===== src/design/chd_pkg.sv =====
`default_nettype none

package chd_pkg;

    localparam int unsigned WORD_W       = 16;
    localparam int unsigned INDEX_W      = 6;
    localparam int unsigned COUNT_W      = 7;
    localparam int unsigned STATUS_W     = 2;
    localparam int unsigned IN_TDATA_W   = 16;
    localparam int unsigned OUT_TDATA_W  = 32;
    localparam int unsigned OUT_TUSER_W  = 3;
    localparam int unsigned DEF_CHANNELS = 64;

    localparam logic [3:0] HEADER_NIBBLE = 4'h1;

    typedef enum logic [1:0] {
        PH_FIRST,
        PH_CHAN,
        PH_BEYOND,
        PH_ERROR
    } phase_t;

    typedef enum logic [STATUS_W-1:0] {
        ST_DATA,
        ST_BAD_HEADER,
        ST_BEYOND,
        ST_AFTER_ERROR
    } status_t;

    typedef struct packed {
        logic [WORD_W-1:0]  word;
        logic [INDEX_W-1:0] index;
        logic               start;
        status_t            status;
        logic [COUNT_W-1:0] seen;
        logic               done;
    } result_t;

endpackage

`default_nettype wire


===== src/design/channel_header_deframer.sv =====
// Channel header deframer for one card's raw readout stream.
// The slave channel takes one 16-bit word per request in s_axis_tdata, with
// s_axis_tlast marking the last word of the card. The master channel returns
// exactly one result per word: the word itself, the channel it belongs to and
// the running channel count in m_axis_tdata, the header-match flag and word
// status in m_axis_tuser, and m_axis_tlast on the card's last word.
// The first word of a card fixes the frame number; in the channel phase every
// word with a top nibble of 1 is checked as the next channel header. A mismatch
// latches an error status until card end, and headers past CHANNELS_PER_CARD
// mark the rest of the card as beyond the last channel.
// An accepted word's result is registered before it appears on the master side.
// Throughput is one word per cycle while the receiver keeps up; the whole
// decision is a single compare and counter update ahead of the result register.
// When the receiver stalls, one more word is held in a skid register, after
// which s_axis_tready drops until the result register drains.
// Reset empties both result registers and returns the block to waiting for
// the first word of a card.
`default_nettype none

module channel_header_deframer #(
    parameter int unsigned CHANNELS_PER_CARD = chd_pkg::DEF_CHANNELS
) (
    input  wire logic                            clk,
    input  wire logic                            rst_n,
    input  wire logic                            s_axis_tvalid,
    output logic                                 s_axis_tready,
    // [15:0] data_word
    input  wire logic [chd_pkg::IN_TDATA_W-1:0]  s_axis_tdata,
    input  wire logic                            s_axis_tlast,
    output logic                                 m_axis_tvalid,
    input  wire logic                            m_axis_tready,
    // [15:0] word_out, [21:16] channel_index, [28:22] channels_seen, [31:29] zero
    output logic [chd_pkg::OUT_TDATA_W-1:0]      m_axis_tdata,
    // [0] channel_start, [2:1] word_status
    output logic [chd_pkg::OUT_TUSER_W-1:0]      m_axis_tuser,
    output logic                                 m_axis_tlast
);
    import chd_pkg::*;

    localparam logic [COUNT_W-1:0] CHANNEL_LIMIT = COUNT_W'(CHANNELS_PER_CARD);

    phase_t             phase_reg, phase_next;
    logic [INDEX_W-1:0] frame_reg, frame_next;
    logic [COUNT_W-1:0] count_reg, count_next;

    result_t result_reg, skid_reg, new_result;
    logic    out_valid_reg, out_valid_next;
    logic    skid_valid_reg, skid_valid_next;

    logic               accept;
    logic               pop;
    logic [WORD_W-1:0]  word;
    logic [INDEX_W-1:0] frame_eff;
    logic [COUNT_W-1:0] count_eff;
    logic [WORD_W-1:0]  expected;
    logic               header_like;
    logic               header_ok;

    assign s_axis_tready = !skid_valid_reg;
    assign accept        = s_axis_tvalid && s_axis_tready;
    assign pop           = out_valid_reg && m_axis_tready;
    assign word          = s_axis_tdata[WORD_W-1:0];

    assign frame_eff   = (phase_reg == PH_FIRST) ? word[11:6] : frame_reg;
    assign count_eff   = (phase_reg == PH_FIRST) ? '0 : count_reg;
    assign expected    = {HEADER_NIBBLE, frame_eff, count_eff[INDEX_W-1:0]};
    assign header_like = (word[15:12] == HEADER_NIBBLE);
    assign header_ok   = (word == expected);

    always_comb
    begin
        phase_next = phase_reg;
        frame_next = frame_reg;
        count_next = count_eff;
        new_result.word   = word;
        new_result.index  = '0;
        new_result.start  = 1'b0;
        new_result.status = ST_DATA;
        new_result.done   = s_axis_tlast;

        unique case (phase_reg)
            PH_FIRST:
            begin
                frame_next       = word[11:6];
                new_result.index = '0;
                if (header_ok)
                begin
                    new_result.start = 1'b1;
                    count_next       = COUNT_W'(1);
                    phase_next       = PH_CHAN;
                end
                else
                begin
                    new_result.status = ST_BAD_HEADER;
                    phase_next        = PH_ERROR;
                end
            end
            PH_CHAN:
            begin
                if (header_like)
                begin
                    if (count_reg >= CHANNEL_LIMIT)
                    begin
                        new_result.status = ST_BEYOND;
                        phase_next        = PH_BEYOND;
                    end
                    else
                    begin
                        new_result.index = count_reg[INDEX_W-1:0];
                        if (header_ok)
                        begin
                            new_result.start = 1'b1;
                            count_next       = count_reg + COUNT_W'(1);
                        end
                        else
                        begin
                            new_result.status = ST_BAD_HEADER;
                            phase_next        = PH_ERROR;
                        end
                    end
                end
                else if (count_reg != '0)
                begin
                    new_result.index = INDEX_W'(count_reg - COUNT_W'(1));
                end
            end
            PH_BEYOND:
            begin
                new_result.status = ST_BEYOND;
            end
            PH_ERROR:
            begin
                new_result.status = ST_AFTER_ERROR;
            end
            default:
            begin
                new_result.status = ST_AFTER_ERROR;
            end
        endcase

        new_result.seen = count_next;

        if (s_axis_tlast)
        begin
            phase_next = PH_FIRST;
            frame_next = '0;
            count_next = '0;
        end
    end

    always_ff @(posedge clk or negedge rst_n)
    begin
        if (!rst_n)
        begin
            phase_reg <= PH_FIRST;
            frame_reg <= '0;
            count_reg <= '0;
        end
        else if (accept)
        begin
            phase_reg <= phase_next;
            frame_reg <= frame_next;
            count_reg <= count_next;
        end
    end

    always_comb
    begin
        out_valid_next  = out_valid_reg;
        skid_valid_next = skid_valid_reg;
        if (pop || !out_valid_reg)
        begin
            out_valid_next  = skid_valid_reg || accept;
            skid_valid_next = 1'b0;
        end
        else if (accept)
        begin
            skid_valid_next = 1'b1;
        end
    end

    always_ff @(posedge clk or negedge rst_n)
    begin
        if (!rst_n)
        begin
            out_valid_reg  <= 1'b0;
            skid_valid_reg <= 1'b0;
        end
        else
        begin
            out_valid_reg  <= out_valid_next;
            skid_valid_reg <= skid_valid_next;
        end
    end

    always_ff @(posedge clk)
    begin
        if (pop || !out_valid_reg)
        begin
            result_reg <= skid_valid_reg ? skid_reg : new_result;
        end
        else if (accept)
        begin
            skid_reg <= new_result;
        end
    end

    assign m_axis_tvalid = out_valid_reg;
    assign m_axis_tdata  = {3'b000, result_reg.seen, result_reg.index, result_reg.word};
    assign m_axis_tuser  = {result_reg.status, result_reg.start};
    assign m_axis_tlast  = result_reg.done;

`ifndef NO_ASSERTIONS
    a_skid_behind_out: assert property (@(posedge clk) disable iff (!rst_n)
        skid_valid_reg |-> out_valid_reg)
        else $error("skid register holds a result while the output register is empty");

    a_card_end_resets: assert property (@(posedge clk) disable iff (!rst_n)
        (accept && s_axis_tlast) |=> (phase_reg == PH_FIRST && count_reg == '0))
        else $error("card end did not return the deframer to its first-word phase");

    a_first_count_zero: assert property (@(posedge clk) disable iff (!rst_n)
        (phase_reg == PH_FIRST) |-> (count_reg == '0))
        else $error("channel count is nonzero while waiting for a card's first word");

    a_start_is_clean: assert property (@(posedge clk) disable iff (!rst_n)
        (m_axis_tvalid && result_reg.start) |->
            (result_reg.status == ST_DATA && result_reg.seen != '0))
        else $error("channel start flagged on a word that did not open a channel");
`endif

endmodule

`default_nettype wire

===== config.mk =====
export PLATFORM = sky130hd
export DESIGN_NAME = channel_header_deframer
export DESIGN_NICKNAME = d
export VERILOG_FILES = /design/src/design/chd_pkg.sv /design/src/design/channel_header_deframer.sv
export SDC_FILE = /design/constraint.sdc
export NUM_CORES = 1
export LEC_CHECK = 0
export ABC_CLOCK_PERIOD_IN_PS = 2900
export BUFFER_PORTS_ARGS = -buffer_cell sky130_fd_sc_hd__buf_4
export CORE_MARGIN = 5
export CORE_UTILIZATION = 50
export CTS_BUF_LIST = sky130_fd_sc_hd__clkbuf_8
export CTS_CLUSTER_SIZE = 8
export DETAILED_ROUTE_END_ITERATION = 8
export PLACE_DENSITY = 0.74
export RECOVER_POWER = 25
export SYNTH_ARGS = -nofsm -noshare
export SYNTH_HDL_FRONTEND = slang
export SYNTH_SLANG_ARGS = --single-unit

===== constraint.sdc =====
create_clock -name clk -period 2.9 [get_ports clk]
set_clock_uncertainty 0.05 [all_clocks]
set_input_delay 0.435 -clock clk [delete_from_list [all_inputs] [get_ports clk]]
set_output_delay 0.435 -clock clk [all_outputs]
set_load 0.03 [all_outputs]

======== Yosys cells after proc, flatten, opt, wreduce, memory -nomap -nowiden ========
Cells that the tools add are included.
word-level totals
  bits in registers ....................... 83
  output and inout bits ................... 38
operators by class
  $add $sub $neg .......................... 2
  order comparisons ....................... 1
  equal/unequal tests ..................... 7
  mux-type cells .......................... 27
  bitwise logic cells ..................... 1
  reductions and logical operators ........ 12
operators with widths
  operator             count
  $mux 7               7
  $mux 33              1
  $pmux 7 s2           2
  $mux 6               4
  $eq 16x13->1         1
  $mux 2               6
  $pmux 2 s4           1
  $add 7x1->7 const B  1
  $ge 7x7->1 const B   1
  $reduce_bool 7->1    1
  $sub 6x1->6 const B  1
  $eq 2x2->1 const B   2
  $eq 4x1->1 const B   1
  $mux 1               4
  $ne 4x4->1 const B   1
  $pmux 2 s2           1
  $reduce_and 4->1     1
  $mux 3               1
  $ne 3x3->1 const B   1
  $reduce_bool 3->1    1
  $eq 2x1->1 const B   1
  $logic_and 1x1->1    2
  $logic_not 1->1      2
  $logic_not 2->1      1
  other kinds (4)      5

======== Logic depth before layout (Yosys ltp) ========
Gate-level depths: netlist of the first run.
  word-level depth ........................ 8
  depth in mapped cells ................... 10
  depth with buffers taken out ............ 9

======== Least setup slack after synthesis of the first run ========
No wires, ideal clock.
  path type ............................... flip-flop to flip-flop
  start ................................... register out_valid_reg, in the netlist m_axis_tvalid
  end ..................................... register skid_reg[0] (netlist name) (enable)
  setup time .............................. 0.423 ns
  data arrival time ....................... 2.872 ns
  data required time ...................... 2.427 ns
  setup slack ............................. -0.445 ns
  cell stages (with the launch flop) ...... 3
  cell sequence ........................... dfrtp_1 nand2b_1 nor2_1
on the way
  longest elaborated chain between the ends .. 4
  elaborated cells between the ends (all ways) .. 5
  classes of those cells .................. bitwise: 1; reduce/logical: 4
RTL lines
  element                                               RTL line                                                       source
  from (decl)                                           channel_header_deframer.sv:47                                  logic out_valid_reg, out_valid_next;
  from (signal assigned)                                channel_header_deframer.sv:191                                 out_valid_reg <= out_valid_next;
  $logic_and 1x1->1 or $logic_not 1->1 (tied branches)  channel_header_deframer.sv:61, channel_header_deframer.sv:198
  $logic_or 1x1->1 (*)                                  channel_header_deframer.sv:198                                 if (pop || !out_valid_reg)
  $not 1->1 (no source line) (*)                        -
  $reduce_and 2->1 (no source line) (*)                 -
  to (signal assigned)                                  channel_header_deframer.sv:204                                 skid_reg <= new_result;
  to (decl)                                             channel_header_deframer.sv:46                                  result_t result_reg, skid_reg, new_result;
Mark *: on every way between the ends. The rest lies on a longest branch, timed or not.
A chain may end at the register's enable or synchronous reset.

==> flow_summary_export.csv, run 1 <==
group,metric,value,unit
min_path,hold_depth,3,
critical_path,r2r_cells,8,
placed_design,dp_hpwl,6.43,mm
placed_design,numPortBuffers,55,
timing,setup_tns,0,ps
power,leakage,1.77,nW
final_layout,fill_cells,669,
synth,ys_seq_elements,83,
final_layout,n_antenna_cell,0,
critical_path,crit_fanout,8,
flow_run,drv_cap,0,
routing,routed-wl-met2,4.39,mm
clocking,cts_setup_buffers,0,
routing,dr.max_layer_used,"met4",
synth,synth-warning-count,0,
final_layout,multi_input_area,0.00137,mm^2
routing,drc,0,
synth,synth_edf_count,66,
global_route,gr-total-overflow,0,
final_layout,final-seq-area,0.00241,mm^2
synth,ys_seq_area_share,61.4,%
critical_path,cp-start-kind,"register",
synth,synth_top_area_cell,"edfxtp_1",
synth,async_flop_share,20.5,%
placed_design,place_area,0.00452,mm^2
global_route,antenna_found_initial,0,
global_route,grtUsageTotal,19.7,%
synth,yosysTopAreaCellShare,50.6,%
routing,wl_per_cell,18.5,um
routing,final_antenna_net_count,0,
timing,timing.fmax,373,MHz
timing,slew_headroom,28.5,%
global_route,grt_pass1_wl,15.0,mm
final_layout,post-route-cell-area,0.00466,mm^2
power,power_density,596,mW/mm^2
min_path,min_to,"m_axis_tvalid",
routing,wl_met3,622,um
power,ir_worst_vdd,0.317,mV
final_layout,final_cell_mix,"66 x edfxtp_1, 57 x buf_4, 29 x nand2_1, 26 x mux2_2",
critical_path,cp_data_required_time,3080,ps
die,rows,32,
placed_design,gp_congestion,0.965,
synth,netlist_instances,317,
die,die_y,98.5,um
final_layout,final_common_cell,"edfxtp_1",
clocking,cts_tree,"yes",
die,io_pins,59,
die,dieArea,0.00971,mm^2
routing,firstDrtPassIters,4,
timing,rsz0062_at_grt,"false",
critical_path,r2r_end,"m_axis_tdata[26]",
final_layout,fin_nets,409,
status,outcome,"completed",
critical_path,reg2reg_from,"count_reg[5]",
global_route,grt_pass1_vias,2874,
min_path,hold_path_class,"primary input to register",
synth,synthTopCellsByArea,"edfxtp_1 51%, dfrtp_1 11%, mux2_2 7.5%, nand2_1 2.8%, o21ai_0 2.2%",
critical_path,crit_arrival,2860,ps
die,start_util,51.0,%
synth,syn_area,0.00392,mm^2
final_layout,final_util,60.6,%
clocking,cts_buffers,9,
routing,route.vias.total,2832,
routing,wl,9.13,mm
synth,syn_avg_cell_area,12.4,um^2
clocking,insertion_delay,360,ps
routing,viasPerCell,5.74,
timing,setup_viol,0,
timing,period_needed,2680,ps
timing,finalHoldViolCount,0,
die,core,0.00769,mm^2
global_route,grt_max_degree,20,
clocking,clock_sinks,83,
timing,period_share,92.5,%
timing,tightest_slew,1070,ps
final_layout,syn_to_final_growth,18.8,%
routing,drt_iter0_drc,224,
timing,slew_viol_final,0,
synth,yosys_most_used_dff,"edfxtp_1",
clocking,cts_buffer_depth,2,
die,die_w,98.5,um
final_layout,largest_reg_flops,33,
critical_path,worst-r2r-setup-slack,220,ps
clocking,htreeDepth,3,
synth,synth_cell_types,56,
critical_path,critPathCaptureType,"register",
critical_path,crit_type,"register to register",
clocking,clock-root-buffer,"clkbuf_8",
clocking,clk_pin_slew,80,ps
final_layout,layout-drive-gt1-share,27.6,%
routing,wl_met1,3.91,mm
min_path,min_from,"s_axis_tvalid",
[cell usage after synthesis (5+ instances only)]
master    instances
nand3_1           9
inv_1            10
nand2b_1          7
a21oi_1          12
mux2_2           26
dfrtp_1          17
o31ai_1           5
a22o_1            6
nor2_1           20
o21ai_0          17
nor3_1            6
o211ai_1          6
clkbuf_1          7
nand2_1          29
edfxtp_1         66
[per-layer routing]
layer  global-route usage, %  up-vias
met1                    25.9     1376
met3                    3.89       15
met5                       0        -
met2                    31.8      108
met4                    8.82        0
li1                        -     1333
[worst max path at each step]
stage	startpoint	end	slack [ps]	cells after the start
after floorplan	m_axis_tvalid	skid_reg[0]	90	2
after CTS	count_reg[5]	m_axis_tdata[26]	150	8
after global routing	count_reg[5]	m_axis_tdata[26]	90	8
after global placement	s_axis_tdata[13]	m_axis_tdata[26]	90	8
after detailed placement	s_axis_tdata[13]	m_axis_tdata[26]	30	8
final	count_reg[5]	m_axis_tdata[26]	220	8
[critical path, cell delays in order (launching register included)]
cell and delay, ps:
dfrtp_1 500, inv_2 200, o221ai_1 170, o41ai_1 330, buf_4 200, nand2b_4 60
or3_4 430, o41ai_1 400, mux2_2 220
[power breakdown]
| group | switching (mW) | internal (mW) |
|---|---|---|
| Combinational | 0.318 | 0.180 |
| Clock | 0.420 | 0.421 |
| Sequential | 0.0452 | 1.39 |
| Total | 0.783 | 1.99 |
[per-stage QoR]
step | cells | hold slack, ps | setup WS, ps | power (mW)
2_1_floorplan | 319 | 89.4 | 89.2 | 1.77
3_3_place_gp | 476 | 275 | 90.2 | 1.96
4_1_cts | 493 | 212 | 152 | 2.81
5_1_grt | 493 | 273 | 88.8 | 2.90
6_report | 493 | 253 | 218 | 2.77
3_5_place_dp | 476 | 280 | 25.7 | 1.97
[area by class of cell]
| class | instances | area share, % |
|---|---|---|
| Tap cell | 102 | 2.74 |
| Clock buffer | 10 | 2.96 |
| Sequential cell | 83 | 51.7 |
| Multi-Input combinational cell | 205 | 29.5 |
| Inverter | 10 | 0.806 |
| Clock inverter | 6 | 1.40 |
| Timing Repair Buffer | 77 | 10.9 |
[cell families (layout without fill, tap and decap cells)]
logic type / Yosys count / in the layout / share of synthesized area (%)
mux: 28 / 28 / 7.98
other cells: 1 / 3 / 0.0957
buf+inv: 31 / 103 / 3.86
fa+ha+maj: 2 / 2 / 0.638
xor+xnor: 4 / 4 / 0.894
compound gates: 70 / 70 / 12.1
flops: 83 / 83 / 61.4
simple gates: 98 / 98 / 13.0
[what timing repair did]
action                                  4_1_cts  5_1_grt
resized for setup                             0        1
hold buffers                                  1        0
endpoints found under the hold margin        17        0
endpoints found under the setup margin        0        1
No activity file was read; power rests on OpenSTA's default activity.
==> run 2: changes to the inputs <==
- PLACE_DENSITY: 0.74 -> default
- PLACE_DENSITY_LB_ADDON: default -> 0.1
==> run 2 against run 1 <==
  * The run now ends with capacitance limit, slew limit left
  * First-iteration DRC count is 1.3% higher
  * Die area is the same
  * Power is 2.3% higher
  * Via count grew 0.11%
  * Critical path type unchanged
  * Highest routed layer unchanged
==> flow_summary_export.csv, run 2 (synthesized netlist as in run 1, its figures left out) <==
group,metric,value,unit
status,outcome,"finished, violations left",
status,violations,"capacitance limit, slew limit",
routing,wl,8.71,mm
critical_path,crit_arrival,2800,ps
clocking,cts_buffers,9,
final_layout,largest_reg_flops,33,
clocking,clock_sinks,83,
routing,final_antenna_net_count,0,
clocking,clk_pin_slew,80,ps
critical_path,worst_path_max_delay_cell,"dfrtp_1",
critical_path,cp_num_buf_inv,0,
clocking,htreeDepth,3,
placed_design,numPortBuffers,55,
routing,routed-wl-met2,4.13,mm
critical_path,worst-r2r-setup-slack,270,ps
die,io_pins,59,
final_layout,syn_to_final_growth,19.0,%
routing,firstDrtPassIters,5,
power,power_density,608,mW/mm^2
critical_path,cp_data_required_time,3070,ps
global_route,grtUsageTotal,17.8,%
placed_design,preCtsSetupSlack,-2.14,ps
routing,route.vias.total,2835,
final_layout,final_cell_mix,"66 x edfxtp_1, 55 x buf_4, 29 x nand2_1, 26 x mux2_2, 20 x clkbuf_1",
final_layout,fill_cells,687,
clocking,cts_buffer_depth,2,
die,dieArea,0.00971,mm^2
timing,slew_headroom,-34.0,%
routing,drc,0,
placed_design,dp.cells,475,
flow_run,drv_cap,2,
die,rows,32,
timing,hold_ws,265,ps
timing,timing.fmax,380,MHz
routing,wl_per_cell,17.7,um
critical_path,path_cells,"or2_1 > a221oi_2 > nand4_1 > nand2b_4 > or3_4 > o41ai_1 > mux2_2",
final_layout,final_util,60.7,%
placed_design,dp_hpwl,6.10,mm
routing,dr.max_layer_used,"met4",
timing,period_share,90.7,%
routing,drt_iter0_drc,227,
die,start_util,51.0,%
critical_path,crit_family,"simple AND/OR/NAND/NOR gates",
final_layout,n_antenna_cell,0,
timing,setup_slack,270,ps
die,die_y,98.5,um
routing,wl_met1,3.94,mm
global_route,grt_pass1_vias,2739,
critical_path,crit_type,"register to register",
clocking,cts_setup_buffers,0,
routing,viasPerCell,5.76,
routing,wl_met3,541,um
final_layout,final_common_cell,"edfxtp_1",
die,die_w,98.5,um
power,leakage,1.78,nW
critical_path,cpPeakStageDelay,500,ps
min_path,hold_path_class,"primary input to register",
global_route,grt_pass1_wl,13.8,mm
final_layout,post-route-cell-area,0.00466,mm^2
critical_path,crit_fanout,11,
timing,tightest_slew,2010,ps
timing,slew_viol_final,36,
final_layout,fin_nets,408,
placed_design,gp_congestion,0.964,
clocking,insertion_delay,350,ps
final_layout,layoutNonFillerInstCount,492,
final_layout,layout-drive-gt1-share,26.9,%
timing,setup_viol,0,
power,ir_worst_vdd,0.302,mV
placed_design,place_area,0.00451,mm^2
timing,rsz0062_at_grt,"false",
global_route,antenna_found_initial,0,
clocking,clock-root-buffer,"clkbuf_8",
timing,period_needed,2630,ps
die,core,0.00769,mm^2
clocking,cts_tree,"yes",
global_route,grt_max_degree,36,
critical_path,cp-start-kind,"register",
timing,finalHoldViolCount,0,
critical_path,critPathCaptureType,"register",
global_route,gr-total-overflow,0,
-- run 2: cell count changes in the layout (fill, tap and decap cells not counted) --
cell / change
clkbuf_1: +1
inv_6: -1
bufinv_16: +1
nand2b_2: +1
clkinvlp_4: -1
inv_1: +2
inv_2: -1
nand2b_1: -1
buf_4: -2
-- run 2: cell type report --
| type | count | area, um^2 | area share [%] |
|---|---|---|---|
| sequential | 83 | 2410 | 51.6 |
| clock inverter | 6 | 82.6 | 1.77 |
| clock buffer | 10 | 138 | 2.95 |
| tap | 102 | 128 | 2.74 |
| timing repair buffer | 76 | 498 | 10.7 |
| inverter | 10 | 37.5 | 0.805 |
| multi-input combinational | 205 | 1370 | 29.5 |
-- run 2: worst paths after layout --
path,startpoint,endpoint,cells after the start
max in group asynchronous,rst_n,phase_reg[1],2
hold / removal,s_axis_tvalid,m_axis_tvalid,3
hold reg to reg,frame_reg[2],frame_reg[2],1
min in group asynchronous,rst_n,count_reg[4],2
setup / recovery,phase_reg[0],m_axis_tdata[26],7
setup reg to reg,phase_reg[0],m_axis_tdata[26],7
-- run 2: metal layers --
layer  GRT usage, %  vias to the layer above
li1               -                     1333
met1           23.9                     1401
met2           28.4                       91
met3           5.24                       10
met4           5.04                        0
met5              0                        -
-- run 2: through the flow --
step	power [mW]	setup TNS (ps)
after CTS	2.87	0
final	2.84	0
after global placement	1.96	0
after global routing	2.95	0
after floorplan	1.77	0
after detailed placement	1.96	-2.14
-- run 2: where the power goes --
group | internal (mW) | switching (mW) | total [mW]
Clock | 0.503 | 0.407 | 0.909
Combinational | 0.180 | 0.311 | 0.491
Sequential | 1.39 | 0.0459 | 1.44
-- run 2: timing repair --
| action | CTS | global route |
|---|---|---|
| hold buffers | 1 | 0 |
| hold endpoints to repair | 17 | 0 |
| setup endpoints to repair | 0 | 0 |
| resized for setup | 0 | 0 |
-- run 2: tightest hold or removal path: cells and delay by family --
family	cells	cell delay [ps]
AND/OR/NAND/NOR	2	100
buffers and inverters	1	90
==> run 3: changes to the inputs <==
- ABC_CLOCK_PERIOD_IN_PS: 2900 -> 3100
- clock period: 2.9 -> 3.1 ns (I/O delays scaled with it)
==> run 3 against run 2 <==
  * The flow still finishes with violations (capacitance limit, slew limit)
  * Wire length is 2.3% higher
  * Via count is 0.74% lower
  * Sequential share of layout area is 0.55 points higher
  * Sequential power is 7% lower
==> flow_summary_export.csv, run 3 (synthesized netlist as in run 1, its figures left out) <==
group,metric,value,unit
status,outcome,"finished, violations left",
status,violations,"capacitance limit, slew limit",
clocking,cts_setup_buffers,0,
placed_design,numPortBuffers,55,
routing,final_antenna_net_count,0,
routing,drt_iter0_drc,281,
global_route,grt_pass1_wl,14.8,mm
placed_design,dp_hpwl,5.96,mm
die,start_util,51.0,%
timing,rsz0062_at_grt,"false",
critical_path,crit_fanout,12,
power,leakage,1.74,nW
min_path,hold_path_class,"primary input to register",
flow_run,drv_cap,2,
clocking,cts_buffers,9,
clocking,clock-root-buffer,"clkbuf_8",
timing,finalHoldViolCount,0,
die,rows,32,
critical_path,critPathCaptureType,"register",
final_layout,n_antenna_cell,0,
critical_path,cp_data_required_time,3270,ps
placed_design,gp_congestion,0.932,
final_layout,final_util,60.0,%
critical_path,cp-start-kind,"register",
final_layout,fin_nets,402,
routing,wl,8.91,mm
critical_path,crit_type,"register to register",
critical_path,crit_arrival,3020,ps
final_layout,final_cell_mix,"66 x edfxtp_1, 49 x buf_4, 29 x nand2_1, 26 x mux2_2, 20 x clkbuf_1",
final_layout,syn_to_final_growth,17.7,%
clocking,cts_tree,"yes",
final_layout,multi_input_area,0.00137,mm^2
global_route,antenna_found_initial,0,
critical_path,path_common_cell,"o41ai_1",
timing,setup_viol,0,
timing,setup_tns,0,ps
die,core,0.00769,mm^2
routing,firstDrtPassIters,5,
clocking,htreeDepth,3,
final_layout,layout-drive-gt1-share,26.0,%
final_layout,final_common_cell,"edfxtp_1",
power,p_total,2.64,mW
final_layout,fill_cells,690,
die,io_pins,59,
global_route,grt_max_degree,36,
timing,tightest_slew,2030,ps
die,die_w,98.5,um
clocking,cts_buffer_depth,2,
final_layout,final-seq-area,0.00241,mm^2
die,die_y,98.5,um
global_route,grt_pass1_vias,2731,
power,ir_worst_vdd,0.309,mV
timing,slew_headroom,-35.1,%
global_route,grtUsageTotal,19.4,%
final_layout,post-route-cell-area,0.00462,mm^2
critical_path,path_cells,"inv_1 > o221ai_1 > o41ai_1 > buf_4 > nand2b_4 > or3_4 > o41ai_1 > mux2_2",
critical_path,cpPeakStageDelay,500,ps
routing,viasPerCell,5.79,
final_layout,largest_reg_flops,33,
timing,timing.fmax,351,MHz
die,dieArea,0.00971,mm^2
clocking,clk_pin_slew,80,ps
timing,hold_ws,300,ps
critical_path,worst_path_max_delay_cell,"dfrtp_1",
clocking,insertion_delay,360,ps
timing,period_needed,2850,ps
timing,slew_viol_final,68,
global_route,gr-total-overflow,0,
timing,period_share,91.9,%
clocking,ctsResizeCount,0,
routing,route.vias.total,2814,
routing,wl_per_cell,18.3,um
power,power_density,573,mW/mm^2
clocking,clock_sinks,83,
placed_design,place_area,0.00446,mm^2
routing,drc,0,
[run 3: changes by cell type in the layout (fill, tap and decap cells not counted), sizes merged]
| cell | change |
|---|---|
| buf | -6 |
| clkinv | +3 |
| inv | -2 |
| clkbuf | -1 |
[run 3: power breakdown]
| group | switching (mW) | internal, mW | total, mW | leakage [nW] |
|---|---|---|---|---|
| Clock | 0.389 | 0.450 | 0.839 | 0.103 |
| Combinational | 0.293 | 0.167 | 0.460 | 0.762 |
| Sequential | 0.0441 | 1.30 | 1.34 | 0.876 |
| Total | 0.726 | 1.92 | 2.64 | 1.74 |
[run 3: worst max-delay path: cells and delay by family, from the launching register on]
family,cells,cell delay (ps)
DFF,1,500
and+or+nand+nor,2,510
buffers and inverters,2,450
AOI/OAI and AO/OA,3,990
muxes,1,240
[run 3: layout make-up]
| type | count | share of cell area, % |
|---|---|---|
| Multi-Input combinational cell | 205 | 29.8 |
| Clock buffer | 9 | 2.68 |
| Timing Repair Buffer | 70 | 9.81 |
| Sequential cell | 83 | 52.2 |
| Tap cell | 102 | 2.76 |
| Clock inverter | 7 | 2.01 |
| Inverter | 10 | 0.813 |
[run 3: metrics by stage]
step	setup slack (ps)	cells
2_1_floorplan	289	319
3_5_place_dp	102	469
4_1_cts	293	486
5_1_grt	93.0	486
6_report	250	486
3_3_place_gp	194	469
[run 3: path summary, 6_finish.rpt]
check | start | endpoint | slack [ps] | depth (start not counted)
worst max register to register | count_reg[5] | m_axis_tdata[26] | 250 | 8
worst min-delay path | s_axis_tdata[2] | skid_reg[19] | 300 | 1
worst max-delay path | count_reg[5] | m_axis_tdata[26] | 250 | 8
worst min register to register | frame_reg[4] | frame_reg[4] | 470 | 1
max in group asynchronous | rst_n | frame_reg[0] | 1540 | 2
min in group asynchronous | rst_n | frame_reg[5] | 790 | 2
[run 3: what timing repair did]
action	4_1_cts	5_1_grt
hold buffers	1	0
endpoints found under the hold margin	17	0
setup endpoints to repair	0	0
[run 3: layer usage]
layer	global-route usage, %	vias to the layer above	routed length (um)
li1	-	1315	-
met1	27.2	1391	4060
met2	29.5	95	4170
met3	4.53	13	528
met4	7.56	0	145
met5	0	-	0
